## src/hw/rtl/mec_pkg.sv

```systemverilog
// Shared constants, codes and widths for the motion event classifier.
package mec_pkg;

  localparam int WINDOW_SAMPLES = 200;
  localparam int SEEN_W = $clog2(WINDOW_SAMPLES + 1);

  localparam logic [15:0] ONE_G    = 16'd16384;
  localparam logic [15:0] FULL     = 16'd65535;
  localparam logic [15:0] TILT_MAX = 16'd23040;

  // Root unit: two radicand bits per step
  localparam int ROOT_STEPS = 16;
  localparam int ROOT_CW    = $clog2(ROOT_STEPS);
  // Divider: one quotient bit per step
  localparam int QUOT_STEPS = 16;
  localparam int QUOT_CW    = $clog2(QUOT_STEPS);

  localparam logic [1:0] CLS_IDLE      = 2'd0;
  localparam logic [1:0] CLS_TREMOR    = 2'd1;
  localparam logic [1:0] CLS_LANDSLIDE = 2'd2;
  localparam logic [1:0] CLS_SEISMIC   = 2'd3;

  localparam logic [1:0] SRC_WARMUP     = 2'd0;
  localparam logic [1:0] SRC_MODEL      = 2'd1;
  localparam logic [1:0] SRC_RULE       = 2'd2;
  localparam logic [1:0] SRC_RULE_OVER  = 2'd3;

  localparam logic [2:0] REG_TREMOR_ACCEL    = 3'd0;
  localparam logic [2:0] REG_TREMOR_GYRO     = 3'd1;
  localparam logic [2:0] REG_SEISMIC_ACCEL   = 3'd2;
  localparam logic [2:0] REG_SEISMIC_GYRO    = 3'd3;
  localparam logic [2:0] REG_LANDSLIDE_TILT  = 3'd4;
  localparam logic [2:0] REG_LANDSLIDE_ACCEL = 3'd5;
  localparam logic [2:0] REG_EVENT_HOLD      = 3'd6;

endpackage

```

## src/hw/rtl/mec_sqrt.sv

```systemverilog
// Iterative floor square root, 32-bit radicand, two bits per cycle.
module mec_sqrt import mec_pkg::*; (
  input  logic        clk,
  input  logic        rst,
  input  logic        start,
  input  logic [31:0] radicand,
  output logic        done,
  output logic [15:0] root
);

  logic               busy;
  logic [ROOT_CW-1:0] cnt;
  logic [31:0]        rad;
  logic [16:0]        rem;
  logic [18:0]        rem_sh;
  logic [18:0]        trial;
  logic               fits;

  // one digit step
  assign rem_sh = {rem, rad[31:30]};
  assign trial  = {1'b0, root, 2'b01};
  assign fits   = rem_sh >= trial;

  always_ff @(posedge clk) begin
    if (rst) begin
      busy <= 1'b0;
      done <= 1'b0;
    end else begin
      done <= busy && (cnt == ROOT_CW'(ROOT_STEPS - 1));
      if (start) begin
        rad  <= radicand;
        rem  <= '0;
        root <= '0;
        cnt  <= '0;
        busy <= 1'b1;
      end else if (busy) begin
        rad  <= {rad[29:0], 2'b00};
        rem  <= fits ? 17'(rem_sh - trial) : rem_sh[16:0];
        root <= {root[14:0], fits};
        cnt  <= cnt + 1'b1;
        if (cnt == ROOT_CW'(ROOT_STEPS - 1)) busy <= 1'b0;
      end
    end
  end

endmodule

```

## src/hw/rtl/mec_div.sv

```systemverilog
// Iterative restoring divider, 16-bit quotient, one bit per cycle.
module mec_div import mec_pkg::*; (
  input  logic        clk,
  input  logic        rst,
  input  logic        start,
  input  logic [31:0] dividend,
  input  logic [15:0] divisor,
  output logic        done,
  output logic [15:0] quot
);

  logic               busy;
  logic [QUOT_CW-1:0] cnt;
  logic [15:0]        low;
  logic [15:0]        rem;
  logic [15:0]        dsr;
  logic [16:0]        rem_sh;
  logic               fits;

  // high half is below the divisor wherever the quotient is used
  assign rem_sh = {rem, low[15]};
  assign fits   = rem_sh >= {1'b0, dsr};

  always_ff @(posedge clk) begin
    if (rst) begin
      busy <= 1'b0;
      done <= 1'b0;
    end else begin
      done <= busy && (cnt == QUOT_CW'(QUOT_STEPS - 1));
      if (start) begin
        rem  <= dividend[31:16];
        low  <= dividend[15:0];
        dsr  <= divisor;
        quot <= '0;
        cnt  <= '0;
        busy <= 1'b1;
      end else if (busy) begin
        low  <= {low[14:0], 1'b0};
        rem  <= fits ? 16'(rem_sh - {1'b0, dsr}) : rem_sh[15:0];
        quot <= {quot[14:0], fits};
        cnt  <= cnt + 1'b1;
        if (cnt == QUOT_CW'(QUOT_STEPS - 1)) busy <= 1'b0;
      end
    end
  end

endmodule

```

## src/hw/rtl/motion_event_classifier.sv

```systemverilog
// From the accepting edge to the result beat: squaring, two roots, averaging,
// four divisions, rule class, a confidence division and merge (each root or division
// a start, its steps and a hand-off). One sample at a time, on the shared root unit and divider.
// A finished result waits in the output register while the next sample is taken.
// No new sample until the last one merges; a waiting result stalls only the next merge.
// Synchronous reset restores register defaults and clears averages, hold and warm-up.
module motion_event_classifier import mec_pkg::*; (
  input  logic               clk,
  input  logic               rst,
  input  logic               in_valid,
  output logic               in_stall,
  input  logic signed [15:0] gyro_x,
  input  logic signed [15:0] gyro_y,
  input  logic signed [15:0] gyro_z,
  input  logic signed [15:0] accel_x,
  input  logic signed [15:0] accel_y,
  input  logic signed [15:0] accel_z,
  input  logic signed [14:0] roll_angle,
  input  logic signed [14:0] pitch_angle,
  input  logic               model_valid,
  input  logic [1:0]         model_class,
  input  logic [15:0]        model_confidence,
  input  logic [31:0]        time_ms,
  output logic               out_valid,
  input  logic               out_stall,
  output logic [1:0]         event_class,
  output logic [15:0]        event_confidence,
  output logic [1:0]         event_source,
  output logic [15:0]        motion_score,
  output logic [15:0]        linear_accel_smoothed,
  output logic [15:0]        gyro_mag_smoothed,
  output logic [14:0]        tilt_smoothed,
  input  logic               cfg_valid,
  output logic               cfg_ready,
  input  logic [2:0]         cfg_index,
  input  logic [15:0]        cfg_data
);

  typedef enum logic [7:0] {
    S_IDLE   = 8'b0000_0001,
    S_SQUARE = 8'b0000_0010,
    S_ROOT   = 8'b0000_0100,
    S_AVG    = 8'b0000_1000,
    S_DIVIDE = 8'b0001_0000,
    S_CLASS  = 8'b0010_0000,
    S_CONF   = 8'b0100_0000,
    S_MERGE  = 8'b1000_0000
  } state_t;

  state_t state;

  // configuration registers
  logic [15:0] tremor_accel_level, tremor_gyro_level;
  logic [15:0] seismic_accel_level, seismic_gyro_level;
  logic [14:0] landslide_tilt_level;
  logic [15:0] landslide_accel_level, hold_time;

  // latched sample
  logic signed [15:0] axis [6];
  logic signed [14:0] roll, pitch;
  logic        mvalid;
  logic [1:0]  mclass;
  logic [15:0] mconf;
  logic [31:0] now;

  // block state
  logic [15:0] accel_avg, gyro_avg;
  logic [14:0] tilt_avg;
  logic [SEEN_W-1:0] samples_seen;
  logic [1:0]  held_class, held_source;
  logic [15:0] held_conf;
  logic [31:0] hold_deadline;

  // working registers
  logic [2:0]  sq_step;
  logic [31:0] prod, sum_g, sum_a;
  logic        root_idx;
  logic [15:0] gmag, amag;
  logic [14:0] tilt_sat;
  logic [1:0]  div_idx;
  logic [15:0] score;
  logic [1:0]  rclass;
  logic [15:0] rconf;
  logic        launched;

  logic        sqrt_start, sqrt_done, div_start, div_done;
  logic [15:0] sqrt_root, quot;
  logic [31:0] div_dividend;
  logic [15:0] div_divisor;
  logic        merge_fire;

  assign cfg_ready  = 1'b1;
  assign in_stall   = state != S_IDLE;
  assign merge_fire = (state == S_MERGE) && (!out_valid || !out_stall);

  // configuration writes
  always_ff @(posedge clk) begin
    if (rst) begin
      tremor_accel_level    <= 16'd1311;
      tremor_gyro_level     <= 16'd2304;
      seismic_accel_level   <= 16'd4588;
      seismic_gyro_level    <= 16'd11520;
      landslide_tilt_level  <= 15'd1792;
      landslide_accel_level <= 16'd819;
      hold_time             <= 16'd1200;
    end else if (cfg_valid && cfg_ready) begin
      unique case (cfg_index)
        REG_TREMOR_ACCEL:    tremor_accel_level    <= cfg_data;
        REG_TREMOR_GYRO:     tremor_gyro_level     <= cfg_data;
        REG_SEISMIC_ACCEL:   seismic_accel_level   <= cfg_data;
        REG_SEISMIC_GYRO:    seismic_gyro_level    <= cfg_data;
        REG_LANDSLIDE_TILT:  landslide_tilt_level  <= cfg_data[14:0];
        REG_LANDSLIDE_ACCEL: landslide_accel_level <= cfg_data;
        REG_EVENT_HOLD:      hold_time             <= cfg_data;
        default: ;
      endcase
    end
  end

  // squaring datapath: one axis per cycle
  logic signed [15:0] sq_sel;
  logic [15:0]        sq_abs;
  assign sq_sel = axis[sq_step < 3'd6 ? sq_step : 3'd0];
  assign sq_abs = sq_sel[15] ? 16'(-sq_sel) : sq_sel;

  // averages
  logic [15:0] lin;
  logic [17:0] acc_sum, gyr_sum;
  logic [14:0] roll_abs, pitch_abs;
  logic [15:0] tilt_raw;
  assign lin       = amag >= ONE_G ? amag - ONE_G : ONE_G - amag;
  assign acc_sum   = {2'b0, accel_avg} + {1'b0, accel_avg, 1'b0} + {2'b0, lin} + 18'd2;
  assign gyr_sum   = {2'b0, gyro_avg} + {1'b0, gyro_avg, 1'b0} + {2'b0, gmag} + 18'd2;
  assign roll_abs  = roll[14]  ? 15'(-roll)  : roll;
  assign pitch_abs = pitch[14] ? 15'(-pitch) : pitch;
  assign tilt_raw  = {1'b0, roll_abs} + {1'b0, pitch_abs};

  // ratio operands by divide step
  logic [15:0] rat_v, rat_lvl, rat_r;
  always_comb begin
    unique case (div_idx)
      2'd1:    begin rat_v = accel_avg; rat_lvl = seismic_accel_level; end
      2'd2:    begin rat_v = gyro_avg;  rat_lvl = seismic_gyro_level; end
      default: begin rat_v = {1'b0, tilt_avg}; rat_lvl = {1'b0, landslide_tilt_level}; end
    endcase
  end
  assign rat_r = (rat_lvl == 16'd0 || rat_v >= rat_lvl) ? FULL : quot;

  // confidence dividend: base*FULL + 35*score + 50
  logic [31:0] conf_base;
  always_comb begin
    unique case (rclass)
      CLS_SEISMIC:   conf_base = 32'(65 * 65535);
      CLS_LANDSLIDE: conf_base = 32'(60 * 65535);
      default:       conf_base = 32'(50 * 65535);
    endcase
  end

  // divider operand select
  always_comb begin
    if (state == S_CONF) begin
      div_dividend = conf_base + {11'b0, score, 5'b0} + {15'b0, score, 1'b0}
                     + {16'b0, score} + 32'd50;
      div_divisor  = 16'd100;
    end else if (div_idx == 2'd0) begin
      div_dividend = {15'b0, tilt_avg, 2'b00} + {16'b0, tilt_sat} + 32'd2;
      div_divisor  = 16'd5;
    end else begin
      div_dividend = {rat_v, 16'b0} - {16'b0, rat_v};
      div_divisor  = rat_lvl;
    end
  end

  assign sqrt_start = state == S_ROOT && !launched;
  assign div_start  = (state == S_DIVIDE || state == S_CONF) && !launched;

  mec_sqrt u_sqrt (
    .clk      (clk),
    .rst      (rst),
    .start    (sqrt_start),
    .radicand (root_idx ? sum_a : sum_g),
    .done     (sqrt_done),
    .root     (sqrt_root)
  );

  mec_div u_div (
    .clk      (clk),
    .rst      (rst),
    .start    (div_start),
    .dividend (div_dividend),
    .divisor  (div_divisor),
    .done     (div_done),
    .quot     (quot)
  );

  // rule class from smoothed values
  logic [1:0] rclass_next;
  always_comb begin
    priority if (accel_avg >= seismic_accel_level || gyro_avg >= seismic_gyro_level)
      rclass_next = CLS_SEISMIC;
    else if (tilt_avg >= landslide_tilt_level && accel_avg >= landslide_accel_level)
      rclass_next = CLS_LANDSLIDE;
    else if (accel_avg >= tremor_accel_level || gyro_avg >= tremor_gyro_level)
      rclass_next = CLS_TREMOR;
    else
      rclass_next = CLS_IDLE;
  end

  // merge with model verdict and hold
  logic [SEEN_W-1:0] seen_next;
  logic [1:0]  f_cls, f_src, m_cls, m_src;
  logic [15:0] f_conf, m_conf;
  logic [31:0] left;
  logic        model_ok, rule_ok;
  always_comb begin
    seen_next = samples_seen < SEEN_W'(WINDOW_SAMPLES) ? samples_seen + 1'b1 : samples_seen;
    model_ok  = mvalid && mclass != CLS_IDLE && {mconf, 1'b0} >= {1'b0, FULL};
    rule_ok   = rclass != CLS_IDLE && ({2'b0, score, 2'b0} + {4'b0, score}) >= {4'b0, FULL};
    m_cls  = rclass;
    m_conf = rconf;
    m_src  = seen_next < SEEN_W'(WINDOW_SAMPLES) ? SRC_WARMUP : SRC_RULE;
    if (model_ok) begin
      m_cls = mclass; m_conf = mconf; m_src = SRC_MODEL;
    end
    if (rule_ok && (!mvalid || mclass == CLS_IDLE || mconf < rconf)) begin
      m_cls = rclass; m_conf = rconf; m_src = mvalid ? SRC_RULE_OVER : SRC_RULE;
    end
    left   = hold_deadline - now;
    f_cls  = m_cls;
    f_conf = m_conf;
    f_src  = m_src;
    if (m_cls == CLS_IDLE && held_class != CLS_IDLE && left != 32'd0 && !left[31]) begin
      f_cls = held_class; f_conf = held_conf; f_src = held_source;
    end
  end

  // result valid: set by the merge, cleared when the beat is taken
  always_ff @(posedge clk) begin
    if (rst) begin
      out_valid <= 1'b0;
    end else if (merge_fire) begin
      out_valid <= 1'b1;
    end else if (!out_stall) begin
      out_valid <= 1'b0;
    end
  end

  // sequencer and datapath registers
  always_ff @(posedge clk) begin
    if (rst) begin
      state         <= S_IDLE;
      launched      <= 1'b0;
      accel_avg     <= '0;
      gyro_avg      <= '0;
      tilt_avg      <= '0;
      samples_seen  <= '0;
      held_class    <= CLS_IDLE;
      held_conf     <= '0;
      held_source   <= SRC_WARMUP;
      hold_deadline <= '0;
    end else begin
      unique case (state)
        S_IDLE: begin
          if (in_valid) begin
            axis[0] <= gyro_x;  axis[1] <= gyro_y;  axis[2] <= gyro_z;
            axis[3] <= accel_x; axis[4] <= accel_y; axis[5] <= accel_z;
            roll   <= roll_angle;
            pitch  <= pitch_angle;
            mvalid <= model_valid;
            mclass <= model_class;
            mconf  <= model_confidence;
            now    <= time_ms;
            sum_g  <= '0;
            sum_a  <= '0;
            sq_step <= '0;
            state  <= S_SQUARE;
          end
        end
        S_SQUARE: begin
          prod <= {16'b0, sq_abs} * {16'b0, sq_abs};
          if (sq_step >= 3'd1 && sq_step <= 3'd3) sum_g <= sum_g + prod;
          if (sq_step >= 3'd4) sum_a <= sum_a + prod;
          sq_step <= sq_step + 1'b1;
          if (sq_step == 3'd6) begin
            root_idx <= 1'b0;
            launched <= 1'b0;
            state    <= S_ROOT;
          end
        end
        S_ROOT: begin
          if (!launched) launched <= 1'b1;
          if (sqrt_done) begin
            launched <= 1'b0;
            if (root_idx) begin
              amag  <= sqrt_root;
              state <= S_AVG;
            end else begin
              gmag     <= sqrt_root;
              root_idx <= 1'b1;
            end
          end
        end
        S_AVG: begin
          accel_avg <= acc_sum[17:2];
          gyro_avg  <= gyr_sum[17:2];
          tilt_sat  <= tilt_raw > TILT_MAX ? TILT_MAX[14:0] : tilt_raw[14:0];
          div_idx   <= 2'd0;
          score     <= '0;
          launched  <= 1'b0;
          state     <= S_DIVIDE;
        end
        S_DIVIDE: begin
          if (!launched) launched <= 1'b1;
          if (div_done) begin
            launched <= 1'b0;
            div_idx  <= div_idx + 1'b1;
            if (div_idx == 2'd0) tilt_avg <= quot[14:0];
            else if (rat_r > score) score <= rat_r;
            if (div_idx == 2'd3) state <= S_CLASS;
          end
        end
        S_CLASS: begin
          rclass   <= rclass_next;
          launched <= 1'b0;
          state    <= S_CONF;
        end
        S_CONF: begin
          if (!launched) launched <= 1'b1;
          if (div_done) begin
            launched <= 1'b0;
            rconf    <= rclass == CLS_IDLE ? FULL - score : quot;
            state    <= S_MERGE;
          end
        end
        S_MERGE: begin
          if (merge_fire) begin
            samples_seen <= seen_next;
            if (m_cls != CLS_IDLE) begin
              held_class    <= m_cls;
              held_conf     <= m_conf;
              held_source   <= m_src;
              hold_deadline <= now + {16'b0, hold_time};
            end
            event_class           <= f_cls;
            event_confidence      <= f_conf;
            event_source          <= f_src;
            motion_score          <= score;
            linear_accel_smoothed <= accel_avg;
            gyro_mag_smoothed     <= gyro_avg;
            tilt_smoothed         <= tilt_avg;
            state                 <= S_IDLE;
          end
        end
        default: state <= S_IDLE;
      endcase
    end
  end

  // a taken sample blocks the input until its result is formed
  a_busy_after_accept: assert property (@(posedge clk) disable iff (rst)
    (in_valid && !in_stall) |=> in_stall)
    else $error("input not stalled after accepting a sample");

  // a new result appears only out of the merge step
  a_result_from_merge: assert property (@(posedge clk) disable iff (rst)
    ($rose(out_valid)) |-> $past(state == S_MERGE))
    else $error("result raised outside merge step");

  // warm-up counter saturates at the window length
  a_seen_bounded: assert property (@(posedge clk) disable iff (rst)
    samples_seen <= SEEN_W'(WINDOW_SAMPLES))
    else $error("warm-up counter beyond window");

endmodule

```

## config.mk

```make
export PLATFORM = sky130hd
export DESIGN_NAME = motion_event_classifier
export DESIGN_NICKNAME = d
export VERILOG_FILES = /design/src/hw/rtl/mec_pkg.sv /design/src/hw/rtl/mec_sqrt.sv /design/src/hw/rtl/mec_div.sv /design/src/hw/rtl/motion_event_classifier.sv
export SDC_FILE = /design/constraint.sdc
export NUM_CORES = 2
export LEC_CHECK = 0
export BUFFER_PORTS_ARGS = -buffer_cell sky130_fd_sc_hd__buf_2
export CELL_PAD_IN_SITES_DETAIL_PLACEMENT = 0
export CELL_PAD_IN_SITES_GLOBAL_PLACEMENT = 1
export CORE_ASPECT_RATIO = 0.7
export CORE_MARGIN = 5
export CORE_UTILIZATION = 30
export CTS_CLUSTER_DIAMETER = 40
export DETAILED_ROUTE_END_ITERATION = 8
export GPL_TIMING_DRIVEN = 0
export PLACE_DENSITY = 0.62
export SKIP_CTS_REPAIR_TIMING = 1
export SLEW_MARGIN = 20
export SYNTH_ARGS = -nofsm -noshare
export SYNTH_HDL_FRONTEND = slang
export SYNTH_SLANG_ARGS = --single-unit
```

## constraint.sdc

```tcl
create_clock -name clk -period 11.9 [get_ports clk]
set_input_delay 1.19 -clock clk [delete_from_list [all_inputs] [get_ports clk]]
set_output_delay 1.19 -clock clk [all_outputs]
set_load 0.005 [all_outputs]
```

# Yosys cells after proc, flatten, opt, wreduce, memory -nomap -nowiden
# Memory sizes are Yosys's and may differ from the RTL's.
# Index checks and enable logic that the tools add are counted.
[word_totals]
register_bits = 716
ram_bits = 96
inputBits = 201
out_inout_bits = 86
wordCells = 308
memories = 1
[classes]
add_sub_neg = 32
multipliers = 1
order_cmp = 21
eq_ne = 36
n_mux = 81
bitwise_logic = 2
reduce_logical = 76
[mem_list]
columns = ["name", "depth", "width", "rd", "rd_clocked_by_memory_dff", "wr", "line", "text"]
rows = [
  ["axis", 6, 16, 1, 0, 6, "motion_event_classifier.sv:59", "logic signed [15:0] axis [6];"],
]
[op_table]
columns = ["cell", "count"]
rows = [
  ["$mux W16", 17],
  ["$mux W32", 8],
  ["$pmux W32 S2", 2],
  ["$ge A16 B16 Y1", 6],
  ["$pmux W16 S2", 3],
  ["$mux W8", 9],
  ["$add A32 B16 Y32", 2],
  ["$add A32 B32 Y32", 2],
  ["$pmux W8 S8", 1],
  ["$pmux W23 S2", 1],
  ["$add A16 B17 Y18", 2],
  ["$add A18 B16 Y18", 2],
  ["$add A18 B2 Y18 const B", 2],
  ["$mux W17", 2],
  ["$add A32 B17 Y32", 1],
  ["$add A32 B21 Y32", 1],
  ["$add A32 B6 Y32 const B", 1],
  ["$mul A16 B16 Y32", 1],
  ["$reduce_bool A32 Y1", 1],
  ["$sub A32 B16 Y32", 1],
  ["$sub A32 B32 Y32", 1],
  ["$mux W15", 2],
  ["$neg A15 Y15", 2],
  ["$reduce_and A2 Y1", 15],
  ["other kinds (68)", 164],
]

# Longest topological paths before layout
[logic_depth]
word_depth = 10
ltp_mapped = 41

# By module
# From an unflattened synthesis, not the netlist that was laid out.
[hier_totals]
cells_unflattened = 5677
area_unflattened_um2 = 56250.2
[modules_own_cells]
columns = ["module", "instances", "cells_per_inst", "area_per_inst_um2"]
rows = [
  ["motion_event_classifier", 1, 5022, 48454.0],
  ["mec_sqrt", 1, 349, 3967.6],
  ["mec_div", 1, 306, 3828.7],
]

# Worst setup path before layout
# No wires, ideal clock.
[synth_path]
path_kind = "register to register"
from = "register sq_step[0]"
to = "register prod[31], data pin"
setup_ns = 0.259
t_arrival_ns = 8.996
t_required_ns = 11.641
slack_ns = 2.645
path_stages_with_launch = 38
cell_sequence = "edfxtp_1 -> buf_2 -> buf_2 -> buf_4 -> mux2i_1 -> o21ai_0 -> mux2i_1 -> clkbuf_1 -> ha_1 -> inv_1 -> or3_1 -> o31ai_1 -> xnor2_1 -> clkbuf_1 -> nand2_1 -> fa_1 -> inv_1 -> fa_1 -> (+2 left out) -> inv_1 -> fa_1 -> fa_1 -> inv_1 -> fa_1 -> inv_1 -> ha_1 -> a21o_1 -> a21oi_1 -> o21ai_0 -> or3_1 -> o21ba_2 -> a221o_1 -> a211o_1 -> a21oi_1 -> o21bai_1 -> a21oi_1 -> xnor2_1"
[synth_between]
elab_chain_len = 6
[synth_rtl]
columns = ["item", "line", "text"]
rows = [
  ["start, declared", "motion_event_classifier.sv:75", "logic [2:0] sq_step;"],
  ["start signal, assigned", "motion_event_classifier.sv:283", "sq_step <= sq_step + 1'b1;"],
  ["$lt A3 B3 Y1", "motion_event_classifier.sv:123", "assign sq_sel = axis[sq_step < 3'd6 ? sq_step : 3'd0];"],
  ["$mux W3 (*)", "motion_event_classifier.sv:123", ""],
  ["$mem_v2 Z6 W16 (*)", "n/a", ""],
  ["$neg A16 Y16", "motion_event_classifier.sv:124", "assign sq_abs = sq_sel[15] ? 16'(-sq_sel) : sq_sel;"],
  ["$mux W16 (*)", "motion_event_classifier.sv:124", ""],
  ["$mul A16 B16 Y32 (*)", "motion_event_classifier.sv:280", "prod <= {16'b0, sq_abs} * {16'b0, sq_abs};"],
  ["end signal, assigned", "motion_event_classifier.sv:280", ""],
  ["end, declared", "motion_event_classifier.sv:76", "logic [31:0] prod, sum_g, sum_a;"],
]
# Mark *: on every way between the ends. The rest lies on a longest branch, timed or not.
# A chain may end at the register's enable or synchronous reset.

# Worst setup path after layout
# Same ends and word-level chain as after synthesis.

==> impl_metrics.csv <==
group,metric,value,unit
sta,rsz0062_at_grt,"false",
flow_run,drv_cap,0,
sta,min_period,11.21,ns
final_layout,num-nets-final,7027,
critical_path,critPathRequiredTime,12.34,ns
power,switching_share,43.7,%
power,powerDensity,307,mW/mm^2
final_layout,fin_cells,8636,
clock_tree,h-tree-depth,3,
global_routing,grt_start_max_net_pins,61,
synthesis,syn_area,0.0552,sq mm
min_path,min_from,"u_div.busy",
synthesis,netlist_instances,5635,
synthesis,ys_types,98,
critical_path,crit_slowest_cell,"clkbuf_1",
sta,fin_hold_ws,0.435,ns
final_layout,mostFrequentLayoutCell,"inv_1",
clock_tree,cts.sinks,811,
synthesis,synth.area.mux_share,2.44,%
synthesis,synthFlopType,"edfxtp_1",
global_routing,grt_pass1_wl,261000,um
synthesis,synth_edf_count,579,
global_routing,grt_remaining_overflow,0,
critical_path,cp_max_fo,10,
routing,num_vias,42800,
power,p_comb_share,62.1,%
sta,worst_pin_slew,1.23,ns
floorplan,dieArea,0.193,sq mm
clock_tree,clk_pin_slew_worst_paths,0.06,ns
synthesis,yosysSeqAreaShare,39.9,%
critical_path,startpoint_type,"flop",
global_routing,antenna_found_initial,3,
clock_tree,cts_tree,"built",
sta,fin_tns_setup,0,ns
synthesis,ys_seq_elements,811,
sta,finalSetupViolations,0,
synthesis,synthSimpleGateAreaFrac,13.9,%
floorplan,coreArea,0.183,sq mm
critical_path,critPathCaptureType,"flop",
routing,drc,0,
power,power.share.clock,18.4,%
synthesis,synth-async-reset-ratio,0,%
clock_tree,root_buffer,"clkbuf_16",
clock_tree,cts-buffers-inserted,119,
sta,finClkSkew,0.0869,ns
floorplan,initial_utilization,30.2,%
sta,report.final.slew_viol_count,0,
place,place_inst,8409,
floorplan,io-pin-count,287,
synthesis,synth_compound_area_share,13.5,%
power,pwr-share-seq,19.5,%
routing,wl_per_cell,20.0,um
clock_tree,clkLatencyLatePin,0.77,ns
sta,relSlewSlack,18.0,%
critical_path,cp_slowest_stage_delay,0.61,ns
power,power.switching,0.00864,W
global_routing,grt_pass1_vias,41600,
place,placed_area,0.0603,sq mm
synthesis,synth_top_family_by_area,"adder cells",
critical_path,crit_arrival,11.65,ns
min_path,hp-class,"flop to flop",
synthesis,ys_warn_count,0,
critical_path,worstSetupPathType,"flop to flop",
synthesis,ys_top_cells_by_area,"edfxtp_1, ha_1, dfxtp_1, fa_1, inv_1",
synthesis,synth_xor_area_share,4.57,%
sta,fmax,89.2,MHz
power,peakVddDrop,1.09,mV
floorplan,die_x,523,um
critical_path,reg2reg_from,"sq_step[0]",
run_status,status,"finished clean",
place,dpl.hpwl,137000,um
final_layout,num-fill-cells,18700,
power,leakage,27.2,nW
clock_tree,clock_path_buffers,3,
floorplan,die_h,369,um
sta,fin_crit_sh,94.2,%
floorplan,rows,131,
routing,ant_nets,0,
place,gp_congestion,0.889,
routing,drtPass1Iterations,5,
final_layout,final_cell_mix,"inv_1, nand2_1, edfxtp_1",
routing,viasPerCell,4.96,
final_layout,area_growth,16.8,%
synthesis,synth_largest_area_cell,"edfxtp_1",
synthesis,synth.top_cell.area_share,31.5,%
final_layout,final_design_area_no_fill,0.0645,sq mm
sta,final_hold_viol_count,0,
routing,wirelength,173000,um
place,io_buffers,282,
synthesis,synth_fa_ha_area_share,20.1,%
final_layout,layout-drive-gt1-share,10.5,%
routing,drtIter0Drc,3384,
synthesis,avgSynthCellArea,9.79,sq um
power,intPower,0.0111,W
critical_path,crit_start,"sq_step[0]",
global_routing,grt_use_total,17.5,%
## kinds of logic (layout without fill, tap and decap cells)
group                    after synthesis  after routing
XOR/XNOR                             288            288
adder cells (fa/ha/maj)              755            755
AO/OA/AOI/OAI                       1180           1180
flip-flops                           811            811
multiplexers                         132            132
AND/OR/NAND/NOR                     1673           1673
buffers and inverters                794           1323
other                                  2             14
## power groups by stage
stage	clock, W	combinational (W)	sequential (W)
final	0.00364	0.0123	0.00386
after global routing	0.00386	0.0142	0.00386
after CTS	0.00372	0.0125	0.00385
after detailed placement	0	0.0124	0.00391
after global placement	0	0.0124	0.00393
after floorplan	0	0.00950	0.00388
## final timing paths
kind                      to  slack [ns]  cells after the start
hold / removal    u_div.done        0.43                      1
hold reg to reg   u_div.done        0.43                      1
setup reg to reg    prod[31]        0.69                     37
setup / recovery    prod[31]        0.69                     37
## layer usage
layer  vias to the layer above  wire, um  track usage [%]
li1                      20700         -                -
met1                     20900     87200             26.8
met2                      1069     72000             25.8
met3                       187     10200             2.91
met4                         0      3120             3.60
met5                         -         0                0
## registers in the layout (all words and copies together), names as in the netlist, 17 cells and up
register       count
prod              31
now               32
u_sqrt.rem        17
axis              96
u_sqrt.rad        32
hold_deadline     32
sum_a             32
sum_g             32
## final cells by class
type	count	area [sq um]	share of cell area (%)
Clock inverter	93	1060	1.65
Inverter	625	2350	3.65
Antenna cell	2	5.00	0.00776
Multi-Input combinational cell	4040	30300	47.0
Timing Repair Buffer	305	1870	2.90
Buffer	169	692	1.07
Clock buffer	131	3080	4.78
Tap cell	2460	3080	4.77
Sequential cell	811	22000	34.2
## cell usage after synthesis, drive strengths merged (35+ instances only)
| cell | n |
|---|---|
| a211oi | 74 |
| a21o | 119 |
| a21oi | 400 |
| a22oi | 38 |
| and2 | 47 |
| clkbuf | 142 |
| dfxtp | 232 |
| edfxtp | 579 |
| fa | 217 |
| ha | 538 |
| inv | 623 |
| mux2i | 119 |
| nand2 | 614 |
| nand2b | 67 |
| nand3 | 86 |
| nand4 | 41 |
| nor2 | 459 |
| nor2b | 49 |
| nor3 | 103 |
| o21a | 35 |
| o21ai | 243 |
| or2 | 37 |
| or3 | 52 |
| xnor2 | 182 |
| xor2 | 106 |
## critical path, delay by kind of cell (launching register included)
family                   cells  cell delay, ns
AO/OA/AOI/OAI               11            2.48
XOR/XNOR                     2            0.69
adder cells (fa/ha/maj)      8            3.63
buffers and inverters       11            2.00
flip-flops                   1            0.39
multiplexers                 2            0.72
AND/OR/NAND/NOR              3            0.97
## stage by stage
stage               util [%]  total power, W  setup WS [ns]
CTS                     35.3          0.0201          0.116
detailed placement      33.0          0.0163          0.176
global placement        32.7          0.0163          0.188
finish                  35.3          0.0198          0.691
floorplan                  -          0.0134           2.65
global route            35.3          0.0219          0.133
Power figures use the tool's default switching activity.
